--- src/hsb_to_display_color_assert.svh ---
// Assertion macros for the HSB to display color converter.
// Used by the top level; needs nothing besides the including module's clock and reset.
`ifndef HSB_TO_DISPLAY_COLOR_ASSERT_SVH
`define HSB_TO_DISPLAY_COLOR_ASSERT_SVH

// Check that a condition implies another in the same cycle.
`define HSBDC_ASSERT_IMPLY(label, clk, rst, ante, cons) \
   label: assert property (@(posedge clk) disable iff (rst) (ante) |-> (cons)) \
      else $error("hsb_to_display_color: implication check failed");

// Check that a condition implies another, delayed by the n argument.
`define HSBDC_ASSERT_DELAY(label, clk, rst, ante, n, cons) \
   label: assert property (@(posedge clk) disable iff (rst) (ante) |-> ##n (cons)) \
      else $error("hsb_to_display_color: delayed check failed");

`endif

--- src/hsbdc_pkg.sv ---
// Shared types and constants of the HSB to display color converter.
// No dependencies; the top level and every stage module use it.
`timescale 1ns / 1ps
`default_nettype none

package hsbdc_pkg;

   // Fixed-point constants
   localparam int unsigned HUE_FULL      = 23040;   // 360 degrees in 1/64 degree
   localparam int unsigned HUE_SECTOR    = 3840;    // 60 degrees
   localparam int unsigned ONE_Q12       = 4096;    // 1.0 in Q1.12
   localparam int unsigned SECTOR_SPAN   = ONE_Q12 * HUE_SECTOR;
   localparam int unsigned RECIP15       = 2185;    // ceil(2^15 / 15)
   localparam int unsigned RECIP15_SHIFT = 15;
   localparam int unsigned CHAN_MAX      = 255;
   localparam int unsigned DEPTH_MAX     = 8;

   // Register indexes
   localparam logic [2:0] CSR_DISPLAY_READY = 3'd0;
   localparam logic [2:0] CSR_MONOCHROME    = 3'd1;
   localparam logic [2:0] CSR_RED_BITS      = 3'd2;
   localparam logic [2:0] CSR_GREEN_BITS    = 3'd3;
   localparam logic [2:0] CSR_BLUE_BITS     = 3'd4;

   typedef enum logic [1:0] {
      STATUS_OK        = 2'd0,
      STATUS_NOT_READY = 2'd1,
      STATUS_INVALID   = 2'd2
   } status_type;

   // Hue sector, named by the (r,g,b) order of its V, P, Q and A terms
   typedef enum logic [2:0] {
      SECT_VQA   = 3'd0,
      SECT_PVA   = 3'd1,
      SECT_AVQ   = 3'd2,
      SECT_APV   = 3'd3,
      SECT_QAV   = 3'd4,
      SECT_VAP   = 3'd5,
      SECT_BLACK = 3'd6
   } sector_type;

   typedef struct packed {
      logic [14:0] hue;
      logic [12:0] saturation;
      logic [12:0] brightness;
   } req_type;

   typedef struct packed {
      logic [23:0] display_color;
      status_type  status;
   } rsp_type;

   typedef struct packed {
      logic       display_ready;
      logic       monochrome;
      logic [3:0] red_bits;
      logic [3:0] green_bits;
      logic [3:0] blue_bits;
   } cfg_type;

   // Front stage result: clamped operands and hue split
   typedef struct packed {
      sector_type  sector;
      logic [11:0] frac;
      logic [12:0] sat;
      logic [19:0] bri255;
      logic        grey;
   } front_type;

   // Product stage result: P and Q before the divide by 15, with A and V as bytes
   typedef struct packed {
      sector_type  sector;
      logic [11:0] p_pre;
      logic [11:0] q_pre;
      logic [7:0]  a8;
      logic [7:0]  v8;
      logic        grey;
   } prod_type;

   typedef struct packed {
      logic [7:0] r8;
      logic [7:0] g8;
      logic [7:0] b8;
   } rgb_type;

endpackage

`default_nettype wire

--- src/hsb_to_display_color.sv ---
// Top level of the HSB to display color converter: configuration registers and the
// five-stage pipeline. Depends on hsbdc_pkg, the stage modules and the assertion header.
`timescale 1ns / 1ps
`default_nettype none
`include "hsb_to_display_color_assert.svh"

// One request is taken at every clock where start is high; busy never rises. Each
// request gives exactly one result, shown on rsp_data for one cycle with rsp_strobe high,
// in request order. Each request passes through clamp and sector split, two multiplier
// stages, the divide by 15 and channel select, and the pack stage. The receiver cannot
// hold results off, so it must take each one as it comes. Write the configuration
// registers only while no request is in flight; a write is registered first and then
// applies to the results that the pack stage forms.

module hsb_to_display_color (
   input  wire                  clock,
   input  wire                  reset,
   input  wire                  start,
   output logic                 busy,
   input  hsbdc_pkg::req_type   req_data,
   output logic                 rsp_strobe,
   output hsbdc_pkg::rsp_type   rsp_data,
   input  wire                  csr_write,
   input  wire  [2:0]           csr_index,
   input  wire  [3:0]           csr_wdata
);

   localparam int LATENCY = 5;

   hsbdc_pkg::cfg_type    cfg_ff;
   hsbdc_pkg::cfg_type    cfg_in;
   logic                  req_accept;
   logic                  front_valid;
   hsbdc_pkg::front_type  front_stage;
   logic                  prod_valid;
   hsbdc_pkg::prod_type   prod_stage;
   logic                  rgb_valid;
   hsbdc_pkg::rgb_type    rgb_stage;

   // Never stall the request side
   assign busy       = 1'b0;
   assign req_accept = start && !busy;

   // Decode register writes
   always_comb begin
      cfg_in = cfg_ff;
      if (csr_write) begin
         unique case (csr_index)
            hsbdc_pkg::CSR_DISPLAY_READY: cfg_in.display_ready = csr_wdata[0];
            hsbdc_pkg::CSR_MONOCHROME:    cfg_in.monochrome    = csr_wdata[0];
            hsbdc_pkg::CSR_RED_BITS:      cfg_in.red_bits      = csr_wdata;
            hsbdc_pkg::CSR_GREEN_BITS:    cfg_in.green_bits    = csr_wdata;
            hsbdc_pkg::CSR_BLUE_BITS:     cfg_in.blue_bits     = csr_wdata;
            default:                      cfg_in = cfg_ff;
         endcase
      end
   end

   always_ff @(posedge clock) begin
      if (reset) begin
         cfg_ff.display_ready <= 1'b0;
         cfg_ff.monochrome    <= 1'b0;
         cfg_ff.red_bits      <= 4'd5;
         cfg_ff.green_bits    <= 4'd6;
         cfg_ff.blue_bits     <= 4'd5;
      end else begin
         cfg_ff <= cfg_in;
      end
   end

   hsbdc_front u_front (
      .clock     (clock),
      .reset     (reset),
      .valid_in  (req_accept),
      .req_in    (req_data),
      .valid_out (front_valid),
      .stage_out (front_stage)
   );

   hsbdc_mult u_mult (
      .clock     (clock),
      .reset     (reset),
      .valid_in  (front_valid),
      .stage_in  (front_stage),
      .valid_out (prod_valid),
      .stage_out (prod_stage)
   );

   hsbdc_select u_select (
      .clock     (clock),
      .reset     (reset),
      .valid_in  (prod_valid),
      .stage_in  (prod_stage),
      .valid_out (rgb_valid),
      .rgb_out   (rgb_stage)
   );

   hsbdc_pack u_pack (
      .clock      (clock),
      .reset      (reset),
      .valid_in   (rgb_valid),
      .rgb_in     (rgb_stage),
      .cfg        (cfg_ff),
      .rsp_strobe (rsp_strobe),
      .rsp_data   (rsp_data)
   );

   // Every taken request comes out of the pipeline as an rsp_strobe pulse
   `HSBDC_ASSERT_DELAY(a_latency, clock, reset, req_accept, LATENCY, rsp_strobe)

   // A display that is not ready answers not-ready with an empty word
   `HSBDC_ASSERT_IMPLY(a_not_ready, clock, reset, rsp_strobe && !cfg_ff.display_ready, (rsp_data.status == hsbdc_pkg::STATUS_NOT_READY) && (rsp_data.display_color == 24'd0))

   // An invalid color never carries a word
   `HSBDC_ASSERT_IMPLY(a_invalid_zero, clock, reset, rsp_strobe && (rsp_data.status == hsbdc_pkg::STATUS_INVALID), rsp_data.display_color == 24'd0)

   // Monochrome words use bit zero alone
   `HSBDC_ASSERT_IMPLY(a_mono_bit, clock, reset, rsp_strobe && cfg_ff.monochrome, rsp_data.display_color[23:1] == 23'd0)

endmodule

`default_nettype wire

--- src/hsbdc_front.sv ---
// Front stage: clamps saturation and brightness, folds the hue and splits it into sector and
// fraction. Depends on hsbdc_pkg.
`timescale 1ns / 1ps
`default_nettype none

module hsbdc_front (
   input  wire                   clock,
   input  wire                   reset,
   input  wire                   valid_in,
   input  hsbdc_pkg::req_type    req_in,
   output logic                  valid_out,
   output hsbdc_pkg::front_type  stage_out
);

   logic [12:0]           sat_clamp;
   logic [12:0]           bri_clamp;
   logic [14:0]           hue_fold;
   logic [14:0]           hue_base;
   hsbdc_pkg::sector_type sector;
   logic [20:0]           bri255_full;
   logic [14:0]           frac_full;
   logic                  valid_ff;
   hsbdc_pkg::front_type  stage_ff;
   hsbdc_pkg::front_type  stage_in;

   // Clamp operands to 1.0 and treat a full turn as zero
   always_comb begin
      sat_clamp = (req_in.saturation > 13'(hsbdc_pkg::ONE_Q12)) ?
                  13'(hsbdc_pkg::ONE_Q12) : req_in.saturation;
      bri_clamp = (req_in.brightness > 13'(hsbdc_pkg::ONE_Q12)) ?
                  13'(hsbdc_pkg::ONE_Q12) : req_in.brightness;
      hue_fold  = (req_in.hue == 15'(hsbdc_pkg::HUE_FULL)) ? 15'd0 : req_in.hue;
   end

   // Locate the sector; anything past a full turn goes black
   always_comb begin
      if (hue_fold < 15'(hsbdc_pkg::HUE_SECTOR)) begin
         sector   = hsbdc_pkg::SECT_VQA;
         hue_base = 15'd0;
      end else if (hue_fold < 15'(2 * hsbdc_pkg::HUE_SECTOR)) begin
         sector   = hsbdc_pkg::SECT_PVA;
         hue_base = 15'(hsbdc_pkg::HUE_SECTOR);
      end else if (hue_fold < 15'(3 * hsbdc_pkg::HUE_SECTOR)) begin
         sector   = hsbdc_pkg::SECT_AVQ;
         hue_base = 15'(2 * hsbdc_pkg::HUE_SECTOR);
      end else if (hue_fold < 15'(4 * hsbdc_pkg::HUE_SECTOR)) begin
         sector   = hsbdc_pkg::SECT_APV;
         hue_base = 15'(3 * hsbdc_pkg::HUE_SECTOR);
      end else if (hue_fold < 15'(5 * hsbdc_pkg::HUE_SECTOR)) begin
         sector   = hsbdc_pkg::SECT_QAV;
         hue_base = 15'(4 * hsbdc_pkg::HUE_SECTOR);
      end else if (hue_fold < 15'(hsbdc_pkg::HUE_FULL)) begin
         sector   = hsbdc_pkg::SECT_VAP;
         hue_base = 15'(5 * hsbdc_pkg::HUE_SECTOR);
      end else begin
         sector   = hsbdc_pkg::SECT_BLACK;
         hue_base = hue_fold;
      end
   end

   // Form 255*B by shift and subtract, and the in-sector fraction
   always_comb begin
      bri255_full       = {bri_clamp, 8'h00} - {8'h00, bri_clamp};
      frac_full         = hue_fold - hue_base;
      stage_in.sector   = sector;
      stage_in.frac     = frac_full[11:0];
      stage_in.sat      = sat_clamp;
      stage_in.bri255   = bri255_full[19:0];
      stage_in.grey     = (req_in.saturation == 13'd0);
   end

   always_ff @(posedge clock) begin
      if (reset) begin
         valid_ff <= 1'b0;
      end else begin
         valid_ff <= valid_in;
      end
   end

   always_ff @(posedge clock) begin
      stage_ff <= stage_in;
   end

   assign valid_out = valid_ff;
   assign stage_out = stage_ff;

endmodule

`default_nettype wire

--- src/hsbdc_mult.sv ---
// Product stages: saturation by fraction, then brightness by the sector terms.
// Two register stages; depends on hsbdc_pkg.
`timescale 1ns / 1ps
`default_nettype none

module hsbdc_mult (
   input  wire                   clock,
   input  wire                   reset,
   input  wire                   valid_in,
   input  hsbdc_pkg::front_type  stage_in,
   output logic                  valid_out,
   output hsbdc_pkg::prod_type   stage_out
);

   // First product stage
   logic [11:0]           frac_rest;
   logic [12:0]           sat_rest;
   logic [24:0]           sf_full;
   logic [24:0]           sfc_full;
   logic [32:0]           ap_full;
   logic [23:0]           sf_ff;
   logic [23:0]           sfc_ff;
   logic [31:0]           ap_ff;
   logic [19:0]           bri255_ff;
   hsbdc_pkg::sector_type sector_ff;
   logic                  grey_ff;
   logic                  valid1_ff;

   // Second product stage
   logic [23:0]           tp;
   logic [23:0]           tq;
   logic [43:0]           xp;
   logic [43:0]           xq;
   hsbdc_pkg::prod_type   prod_in;
   hsbdc_pkg::prod_type   prod_ff;
   logic                  valid2_ff;

   // Multiply saturation by fraction and its complement, and 255*B by 1-S
   always_comb begin
      frac_rest = 12'(hsbdc_pkg::HUE_SECTOR) - stage_in.frac;
      sat_rest  = 13'(hsbdc_pkg::ONE_Q12) - stage_in.sat;
      sf_full   = stage_in.sat * frac_rest;
      sfc_full  = stage_in.sat * stage_in.frac;
      ap_full   = stage_in.bri255 * sat_rest;
   end

   always_ff @(posedge clock) begin
      sfc_ff    <= sf_full[23:0];
      sf_ff     <= sfc_full[23:0];
      ap_ff     <= ap_full[31:0];
      bri255_ff <= stage_in.bri255;
      sector_ff <= stage_in.sector;
      grey_ff   <= stage_in.grey;
   end

   // Scale the sector terms by 255*B and keep the part above 2^32
   always_comb begin
      tp             = 24'(hsbdc_pkg::SECTOR_SPAN) - sf_ff;
      tq             = 24'(hsbdc_pkg::SECTOR_SPAN) - sfc_ff;
      xp             = bri255_ff * tp;
      xq             = bri255_ff * tq;
      prod_in.sector = sector_ff;
      prod_in.p_pre  = xp[43:32];
      prod_in.q_pre  = xq[43:32];
      prod_in.a8     = ap_ff[31:24];
      prod_in.v8     = bri255_ff[19:12];
      prod_in.grey   = grey_ff;
   end

   always_ff @(posedge clock) begin
      prod_ff <= prod_in;
   end

   // Advance valid bits
   always_ff @(posedge clock) begin
      if (reset) begin
         valid1_ff <= 1'b0;
         valid2_ff <= 1'b0;
      end else begin
         valid1_ff <= valid_in;
         valid2_ff <= valid1_ff;
      end
   end

   assign valid_out = valid2_ff;
   assign stage_out = prod_ff;

endmodule

`default_nettype wire

--- src/hsbdc_select.sv ---
// Select stage: finishes the divide by 15 and routes V, P, Q and A to red, green and blue.
// Depends on hsbdc_pkg.
`timescale 1ns / 1ps
`default_nettype none

module hsbdc_select (
   input  wire                  clock,
   input  wire                  reset,
   input  wire                  valid_in,
   input  hsbdc_pkg::prod_type  stage_in,
   output logic                 valid_out,
   output hsbdc_pkg::rgb_type   rgb_out
);

   logic [23:0]         p_prod;
   logic [23:0]         q_prod;
   logic [7:0]          p8;
   logic [7:0]          q8;
   hsbdc_pkg::rgb_type  rgb_in;
   hsbdc_pkg::rgb_type  rgb_ff;
   logic                valid_ff;

   // Divide by 15 through the reciprocal; exact for quotients below 2^12
   always_comb begin
      p_prod = stage_in.p_pre * 12'(hsbdc_pkg::RECIP15);
      q_prod = stage_in.q_pre * 12'(hsbdc_pkg::RECIP15);
      p8     = p_prod[hsbdc_pkg::RECIP15_SHIFT +: 8];
      q8     = q_prod[hsbdc_pkg::RECIP15_SHIFT +: 8];
   end

   // Route channels by sector; zero saturation gives grey
   always_comb begin
      case (stage_in.sector)
         hsbdc_pkg::SECT_VQA: rgb_in = '{stage_in.v8, q8, stage_in.a8};
         hsbdc_pkg::SECT_PVA: rgb_in = '{p8, stage_in.v8, stage_in.a8};
         hsbdc_pkg::SECT_AVQ: rgb_in = '{stage_in.a8, stage_in.v8, q8};
         hsbdc_pkg::SECT_APV: rgb_in = '{stage_in.a8, p8, stage_in.v8};
         hsbdc_pkg::SECT_QAV: rgb_in = '{q8, stage_in.a8, stage_in.v8};
         hsbdc_pkg::SECT_VAP: rgb_in = '{stage_in.v8, stage_in.a8, p8};
         default:             rgb_in = '{8'd0, 8'd0, 8'd0};
      endcase
      if (stage_in.grey) begin
         rgb_in = '{stage_in.v8, stage_in.v8, stage_in.v8};
      end
   end

   always_ff @(posedge clock) begin
      rgb_ff <= rgb_in;
   end

   always_ff @(posedge clock) begin
      if (reset) begin
         valid_ff <= 1'b0;
      end else begin
         valid_ff <= valid_in;
      end
   end

   assign valid_out = valid_ff;
   assign rgb_out   = rgb_ff;

endmodule

`default_nettype wire

--- src/hsbdc_pack.sv ---
// Pack stage: drops low bits to the configured depths or encodes black and white,
// and sets the status. Depends on hsbdc_pkg.
`timescale 1ns / 1ps
`default_nettype none

module hsbdc_pack (
   input  wire                  clock,
   input  wire                  reset,
   input  wire                  valid_in,
   input  hsbdc_pkg::rgb_type   rgb_in,
   input  hsbdc_pkg::cfg_type   cfg,
   output logic                 rsp_strobe,
   output hsbdc_pkg::rsp_type   rsp_data
);

   logic [3:0]          rd;
   logic [3:0]          gd;
   logic [3:0]          bd;
   logic [7:0]          r_pk;
   logic [7:0]          g_pk;
   logic [7:0]          b_pk;
   logic [4:0]          gb_shift;
   logic [23:0]         word;
   logic                is_white;
   logic                is_black;
   hsbdc_pkg::rsp_type  rsp_in;
   hsbdc_pkg::rsp_type  rsp_ff;
   logic                strobe_ff;

   function automatic logic [3:0] clamp_depth(input logic [3:0] d);
      clamp_depth = (d > 4'(hsbdc_pkg::DEPTH_MAX)) ? 4'(hsbdc_pkg::DEPTH_MAX) : d;
   endfunction

   // Keep the top bits of each channel and stack red over green over blue
   always_comb begin
      rd       = clamp_depth(cfg.red_bits);
      gd       = clamp_depth(cfg.green_bits);
      bd       = clamp_depth(cfg.blue_bits);
      r_pk     = rgb_in.r8 >> (4'(hsbdc_pkg::DEPTH_MAX) - rd);
      g_pk     = rgb_in.g8 >> (4'(hsbdc_pkg::DEPTH_MAX) - gd);
      b_pk     = rgb_in.b8 >> (4'(hsbdc_pkg::DEPTH_MAX) - bd);
      gb_shift = {1'b0, gd} + {1'b0, bd};
      word     = (24'(r_pk) << gb_shift) | (24'(g_pk) << bd) | 24'(b_pk);
   end

   // Choose word and status
   always_comb begin
      is_white = (rgb_in.r8 == 8'(hsbdc_pkg::CHAN_MAX)) &&
                 (rgb_in.g8 == 8'(hsbdc_pkg::CHAN_MAX)) &&
                 (rgb_in.b8 == 8'(hsbdc_pkg::CHAN_MAX));
      is_black = (rgb_in.r8 == 8'd0) && (rgb_in.g8 == 8'd0) && (rgb_in.b8 == 8'd0);
      if (!cfg.display_ready) begin
         rsp_in.display_color = 24'd0;
         rsp_in.status        = hsbdc_pkg::STATUS_NOT_READY;
      end else if (cfg.monochrome) begin
         if (is_white || is_black) begin
            rsp_in.display_color = {23'd0, is_white};
            rsp_in.status        = hsbdc_pkg::STATUS_OK;
         end else begin
            rsp_in.display_color = 24'd0;
            rsp_in.status        = hsbdc_pkg::STATUS_INVALID;
         end
      end else begin
         rsp_in.display_color = word;
         rsp_in.status        = hsbdc_pkg::STATUS_OK;
      end
   end

   always_ff @(posedge clock) begin
      rsp_ff <= rsp_in;
   end

   always_ff @(posedge clock) begin
      if (reset) begin
         strobe_ff <= 1'b0;
      end else begin
         strobe_ff <= valid_in;
      end
   end

   assign rsp_strobe = strobe_ff;
   assign rsp_data   = rsp_ff;

endmodule

`default_nettype wire
--- config.mk ---
export PLATFORM = sky130hd
export DESIGN_NAME = hsb_to_display_color
export DESIGN_NICKNAME = d
export VERILOG_FILES = /design/src/hsbdc_pkg.sv /design/src/hsb_to_display_color.sv /design/src/hsbdc_front.sv /design/src/hsbdc_mult.sv /design/src/hsbdc_select.sv /design/src/hsbdc_pack.sv
export VERILOG_INCLUDE_DIRS = /design/src /design/src/src
export SDC_FILE = /design/constraint.sdc
export NUM_CORES = 2
export LEC_CHECK = 0
export ABC_AREA = 1
export BUFFER_PORTS_ARGS = -buffer_cell sky130_fd_sc_hd__buf_2
export CAP_MARGIN = 0
export CORE_ASPECT_RATIO = 1.4
export CORE_MARGIN = 10
export CORE_UTILIZATION = 54
export CTS_BUF_LIST = sky130_fd_sc_hd__clkbuf_4
export CTS_CLUSTER_SIZE = 10
export DETAILED_ROUTE_END_ITERATION = 8
export GPL_TIMING_DRIVEN = 0
export PLACE_DENSITY = 0.71
export SYNTH_ARGS = -nofsm -noshare
export SYNTH_HDL_FRONTEND = slang
export SYNTH_HIERARCHICAL = 1
export SYNTH_SLANG_ARGS = --single-unit
export TNS_END_PERCENT = 30
--- constraint.sdc ---
create_clock -name clock -period 9.7 [get_ports clock]
set_clock_uncertainty 0.15 [all_clocks]
set_input_delay 0.97 -clock clock [delete_from_list [all_inputs] [get_ports clock]]
set_output_delay 0.97 -clock clock [all_outputs]
set_load 0.05 [all_outputs]
======== After elaboration in Yosys (flattened, before gate mapping) ========
Cells that the tools add are included.
storage, ports and cells
  flip-flop bits (word level) ............. 266
  bits in latches ......................... 0
  bits in writable memories ............... 0
  ROM bits ................................ 0
  input bits .............................. 52
  output and inout bits ................... 28
  word-level logic and storage cells ...... 122
  memories ................................ 0
operators by class
  $add $sub $neg .......................... 10
  multipliers ............................. 7
  divide/modulo/power cells ............... 0
  $lt $le $gt $ge ......................... 11
  equal/unequal tests ..................... 13
  shift operators ......................... 5
  muxes and demuxes ....................... 20
  bitwise logic cells ..................... 2
  reduce and logical (&&, ||, !) cells .... 19
operator list
  cell                                                                            number
  24-bit one-hot mux with 6 select lines                                          1
  20-bit by 24-bit multiplier with 44-bit output                                  2
  12-bit 2-to-1 mux                                                               6
  13-bit by 12-bit multiplier with 24-bit output                                  2
  24-bit subtractor, first input constant                                         2
  12-bit by 12-bit multiplier with 23-bit output, second input constant           2
  20-bit by 13-bit multiplier with 32-bit output                                  1
  15-bit by 14-bit less-than comparator with 1-bit output, second input constant  2
  15-bit less-than comparator, second input constant                              2
  13-bit > comparator, second input constant                                      2
  26-bit 2-to-1 mux                                                               1
  8-bit equality test, second input constant                                      3
  8-bit logical NOT                                                               3
  24-bit 2-to-1 mux                                                               1
  24-bit OR                                                                       1
  24-bit by 8-bit OR with 24-bit output                                           1
  8-bit by 4-bit << shifter with 24-bit output                                    1
  8-bit by 5-bit << shifter with 24-bit output                                    1
  8-bit by 4-bit right shift with 8-bit output                                    3
  20-bit by 13-bit subtractor with 20-bit output                                  1
  15-bit equality test, second input constant                                     1
  15-bit by 12-bit less-than comparator with 1-bit output, second input constant  1
  15-bit by 13-bit less-than comparator with 1-bit output, second input constant  1
  15-bit 2-to-1 mux                                                               1
  21 further kinds                                                                45

======== Depth between registers and ports, before layout ========
  depth in word-level cells ............... 10
  depth in mapped cells ................... 38
  depth with buffers taken out ............ 35

======== Modules after synthesis ========
Netlist, hierarchy kept.
by module, submodules not included
  module                times used  cells each  area each (sq um)  seq. area each (sq um)
  hsbdc_mult            1           6,844       53,426.2           2,502.4
  hsbdc_select          1           673         4,709.5            500.5
  hsbdc_pack            1           522         3,131.8            540.5
  hsbdc_front           1           415         2,885.3            1,001.0
  hsb_to_display_color  1           90          623.1              280.3

======== Worst setup path before layout ========
OpenSTA, ideal clock, no wires.
  kind .................................... reg-to-reg
  start ................................... register u_mult.sfc_ff[0]
  end ..................................... register u_mult.prod_ff (netlist bit u_mult/stage_out[25])
  setup time .............................. 113 ps
  data arrival time ....................... 6,963 ps
  required time ........................... 9,437 ps
  slack ................................... 2,474 ps
  cell stages (with the launch flop) ...... 32
  buffers on the path ..................... 3
  period minus slack after synthesis ...... 7,226 ps
  path through ............................ dfxtp_1 > clkbuf_1 > clkbuf_1 > inv_1 > ha_1 > nand2_1 > nor2_2 > inv_1 > nor4_1 > or2_2 > nand2_1 > clkbuf_1 > nor2_1 > fa_1 > inv_1 > fa_1 > fa_1 > inv_1 > fa_1 > fa_1 > fa_1 > inv_1 > fa_1 > inv_1 > ha_1 > nand2_1 > nor4_1 > nand2_1 > nand2_1 > nand2_1 > nand4_1 > nand2_1
between the ends
  longest elaborated chain between the ends .. 2
RTL lines
  element                                         RTL line          source
  start, declared                                 hsbdc_mult.sv:22  logic [23:0] sfc_ff;
  start signal, assigned                          hsbdc_mult.sv:48  sfc_ff <= sf_full[23:0];
  24-bit subtractor                               hsbdc_mult.sv:59  tq = 24'(hsbdc_pkg::SECTOR_SPAN) - sfc_ff;
  20-bit by 24-bit multiplier with 44-bit output  hsbdc_mult.sv:61  xq = bri255_ff * tq;
  via u_mult.xq[40]                               hsbdc_mult.sv:33  logic [43:0] xq;
  end signal, assigned                            hsbdc_mult.sv:71  prod_ff <= prod_in;
  end, declared                                   hsbdc_mult.sv:35  hsbdc_pkg::prod_type prod_ff;
The timed path passes the listed nets, and every way through them passes these cells.
A chain may end at the register's enable or synchronous reset.

==> run_results.csv <==
group,metric,value,unit
outcome,status,"finished, final reports clean",
critical_path,cp_slowest_cell,"xnor2_1",
detailed_routing,via_per_inst,5.557,
yosys,syn_inst,8544,
critical_path,cp.required,10460,ps
placement,dp_hpwl,185700,microns
critical_path,cp_num_cells,24,
yosys,ys_ff_latch,241,
die,fp.dieW,312.7,microns
grt,overflow,0,
placement,portBuffers,77,
yosys,synth_edf_count,0,
critical_path,crit_path_start_kind,"flop",
timing,rsz0062_at_grt,"no",
timing,max_slew.worst_pin.slew,1485,ps
yosys,synth_fp_nets,10450,
yosys,netlist_area,64780,sq um
yosys,syn-mean-instance-area,7.581,sq um
critical_path,timing.rr.start,"u_mult/sfc_ff[0]",
critical_path,arrival,10100,ps
clocking,htree_levels,2,
detailed_routing,dr_wl_met2,106400,microns
timing,period_minus_slack,9342,ps
clocking,cts_root_buffer,"clkbuf_4",
detailed_routing,drcViolationCount,0,
run,cap_violations,0,
detailed_routing,wl_per_cell,21.42,microns
die,placementRows,150,
critical_path,cp_common_cell,"fa_1",
die,die_area,134400,sq um
placement,place_congestion,1.080,
placement,dpl_worst_slack,417.9,ps
detailed_routing,ant_nets,0,
hold_path,hold_path_class,"in -> reg",
yosys,yosys_warnings,6,
critical_path,crit_buf_inv,6,
timing,fin_crit_sh,0.9631,
detailed_routing,initialDrtViolationCount,4419,
yosys,async_reset_ff_frac,0,
yosys,synth_top_area_frac,0.3746,
grt,grt_pass1_vias,60310,
yosys,yosysTopAreaCell,"fa_1",
layout,final_layout_size_suffix_gt1_frac,0.04914,
critical_path,cp_max_fo,10,
die,start_util,0.5427,
detailed_routing,vias,57430,
placement,placedInstanceArea,67160,sq um
yosys,synth.area.top_cells,"fa_1 (37%), ha_1 (12%), inv_1 (11%)",
critical_path,max_stage_delay,720,ps
clocking,cts_tree,"built",
die,dieHeight,429.8,microns
grt,grtUsageTotal,0.3297,
layout,area_growth,4.924,%
timing,fmax,107.0,MHz
yosys,synth-main-ff-cell,"dfxtp_1",
clocking,clk_latency,1030,ps
yosys,synth_common_cells,"inv_1 (1905), nand2_1 (1841), fa_1 (1212), nor2_1 (970), ha_1 (642)",
timing,hold_violations,0,
critical_path,critical_path_class,"reg -> reg",
layout,final_area,67970,sq um
detailed_routing,drt-total-wl,221400,microns
timing,holdWs,69.19,ps
die,core,119400,sq um
layout,ff_latch_area,4825,sq um
detailed_routing,top_layer,"met5",
timing,maxSlewHeadroom,0.009677,
critical_path,rr_endpoint,"u_mult/stage_out[36]",
detailed_routing,firstDrtPassIters,6,
timing,fin_setup_tns,0,ps
yosys,yosysMostFrequentCell,"inv_1",
critical_path,crit_end,"u_mult/stage_out[36]",
critical_path,cp_cell_sequence,"clkbuf_1 > clkbuf_1 > inv_1 > ha_1 > xnor2_1 > clkinv_1 > nor2_1 > fa_1 > fa_1 > fa_1 > fa_1 > fa_1 > fa_1 > inv_1 > fa_1 > inv_1 > ha_1 > nand2_1 > nor2_1 > nand3_1 > nor3_1 > o211ai_1 > nand4_1 > nand2_1",
die,io_pins,80,
critical_path,critical_path.top_delay_family,"adder cells",
critical_path,reg2reg_depth,24,
yosys,yosysUniqueCellTypes,68,
clocking,cts_num_sinks,241,
critical_path,end_kind,"flop",
clocking,cts.path.max_buffers,3,
timing,setup_viol,0,
critical_path,critical_path.startpoint,"u_mult/sfc_ff[0]",
timing,finalWorstSetupSlack,358.1,ps
detailed_routing,detailroute.wirelength.met3,19320,microns
grt,antenna_found_initial,14,
layout,multi_input_area,51310,sq um
layout,fillers,11490,
grt,grt_first_pass_wirelength,337900,microns
yosys,ys_seq_area_frac,0.07448,
grt,grt_max_degree,19,
clocking,postCtsSetupRepairBufs,0,
layout,final_nets,10590,
detailed_routing,wl_met1,72540,microns
clocking,clk_pin_slew,70,ps
critical_path,r2r_slack,360,ps
clocking,cts_made_buffers,61,
timing,slew_viol_final,0,
final cells by class:
type | instances | share of cell area
inverters | 1957 | 0.1082
flip-flops and latches | 241 | 0.07099
well taps | 1596 | 0.02938
diodes | 7 | 0.0002577
repair buffers | 80 | 0.006112
clock buffers | 77 | 0.008505
multi-input cells | 6062 | 0.7549
clock inverters | 30 | 0.002467
plain buffers | 284 | 0.01916
cell families after synthesis:
| family | after synthesis | synth area share |
|---|---|---|
| simple gates | 3548 | 0.2303 |
| buf+inv | 2241 | 0.1336 |
| fa+ha+maj | 1854 | 0.4986 |
| compound gates | 566 | 0.04904 |
| flops | 241 | 0.07448 |
| xor+xnor | 93 | 0.01391 |
| other cells | 1 | 0.00005789 |
layout by cell type (no fill, tap or decap), drive strengths merged, types with 35 or more instances in the layout:
cell type and n:
clkbuf 279, inv 1929, fa 1212, a21oi 274, ha 642, nand3 424
xor2 59, a21o 35, nor3 61, o21ai 174, clkinv 57, nand2 1891
nand4 74, dfxtp 241, buf 159, nor2 1010
per-stage QoR:
stage / utilization / std cells
2_1_floorplan: - / 8544
3_3_place_gp: 0.5626 / 10220
3_5_place_dp: 0.5626 / 10220
4_1_cts: 0.5691 / 10330
5_1_grt: 0.5693 / 10330
6_report: 0.5694 / 10330
what timing repair did:
item | 4_1_cts | 5_1_grt
endpoints found under the hold margin | 2 | 0
setup endpoints to repair | 0 | 5
gates resized for setup | 0 | 3
hold buffers | 3 | 0
metal layers:
metal,vias to the layer above,track usage
met2,2882,0.5652
met1,27640,0.3386
met5,-,0
met3,1049,0.07749
li1,25850,-
met4,12,0.2756
flip-flops by register name, indices dropped and copies added (netlist names):
register,count
u_pack/rsp_strobe,1
u_mult/stage_out,44
u_mult/valid_out,1
u_mult/valid1_ff,1
u_mult/grey_ff,1
u_mult/ap_ff,8
cfg_ff,14
u_mult/bri255_ff,20
u_front/stage_out,49
u_mult/sfc_ff,24
u_mult/sf_ff,23
u_pack/rsp_data,26
u_front/valid_out,1
u_select/rgb_out,24
u_mult/sector_ff,3
u_select/valid_out,1
worst min-delay path by stage:
stage                            to            startpoint  depth (start not counted)
6_report                  cfg_ff[5]          csr_wdata[1]                          3
4_1_cts                   cfg_ff[5]          csr_wdata[1]                          3
5_1_grt        u_front/stage_out[0]          req_data[25]                          2
3_3_place_gp    u_mult/stage_out[9]      u_mult/ap_ff[24]                          0
3_5_place_dp   u_mult/stage_out[14]      u_mult/ap_ff[29]                          0
2_1_floorplan        u_mult/grey_ff  u_front/stage_out[0]                          0
worst register-to-register path, cell delays in order (launching register included):
cell	delay, ps
dfxtp_1	610
clkbuf_1	420
clkbuf_1	550
inv_1	200
ha_1	360
xnor2_1	730
clkinv_1	610
nor2_1	350
fa_1	490
fa_1	430
fa_1	550
fa_1	440
fa_1	420
fa_1	510
inv_1	50
fa_1	530
inv_1	60
ha_1	300
nand2_1	110
nor2_1	280
nand3_1	120
nor3_1	500
o211ai_1	220
nand4_1	150
nand2_1	90
Power is left out: the tool's default activity adds up to more than one toggle a clock period on the data nets, which glitch-free logic cannot reach.
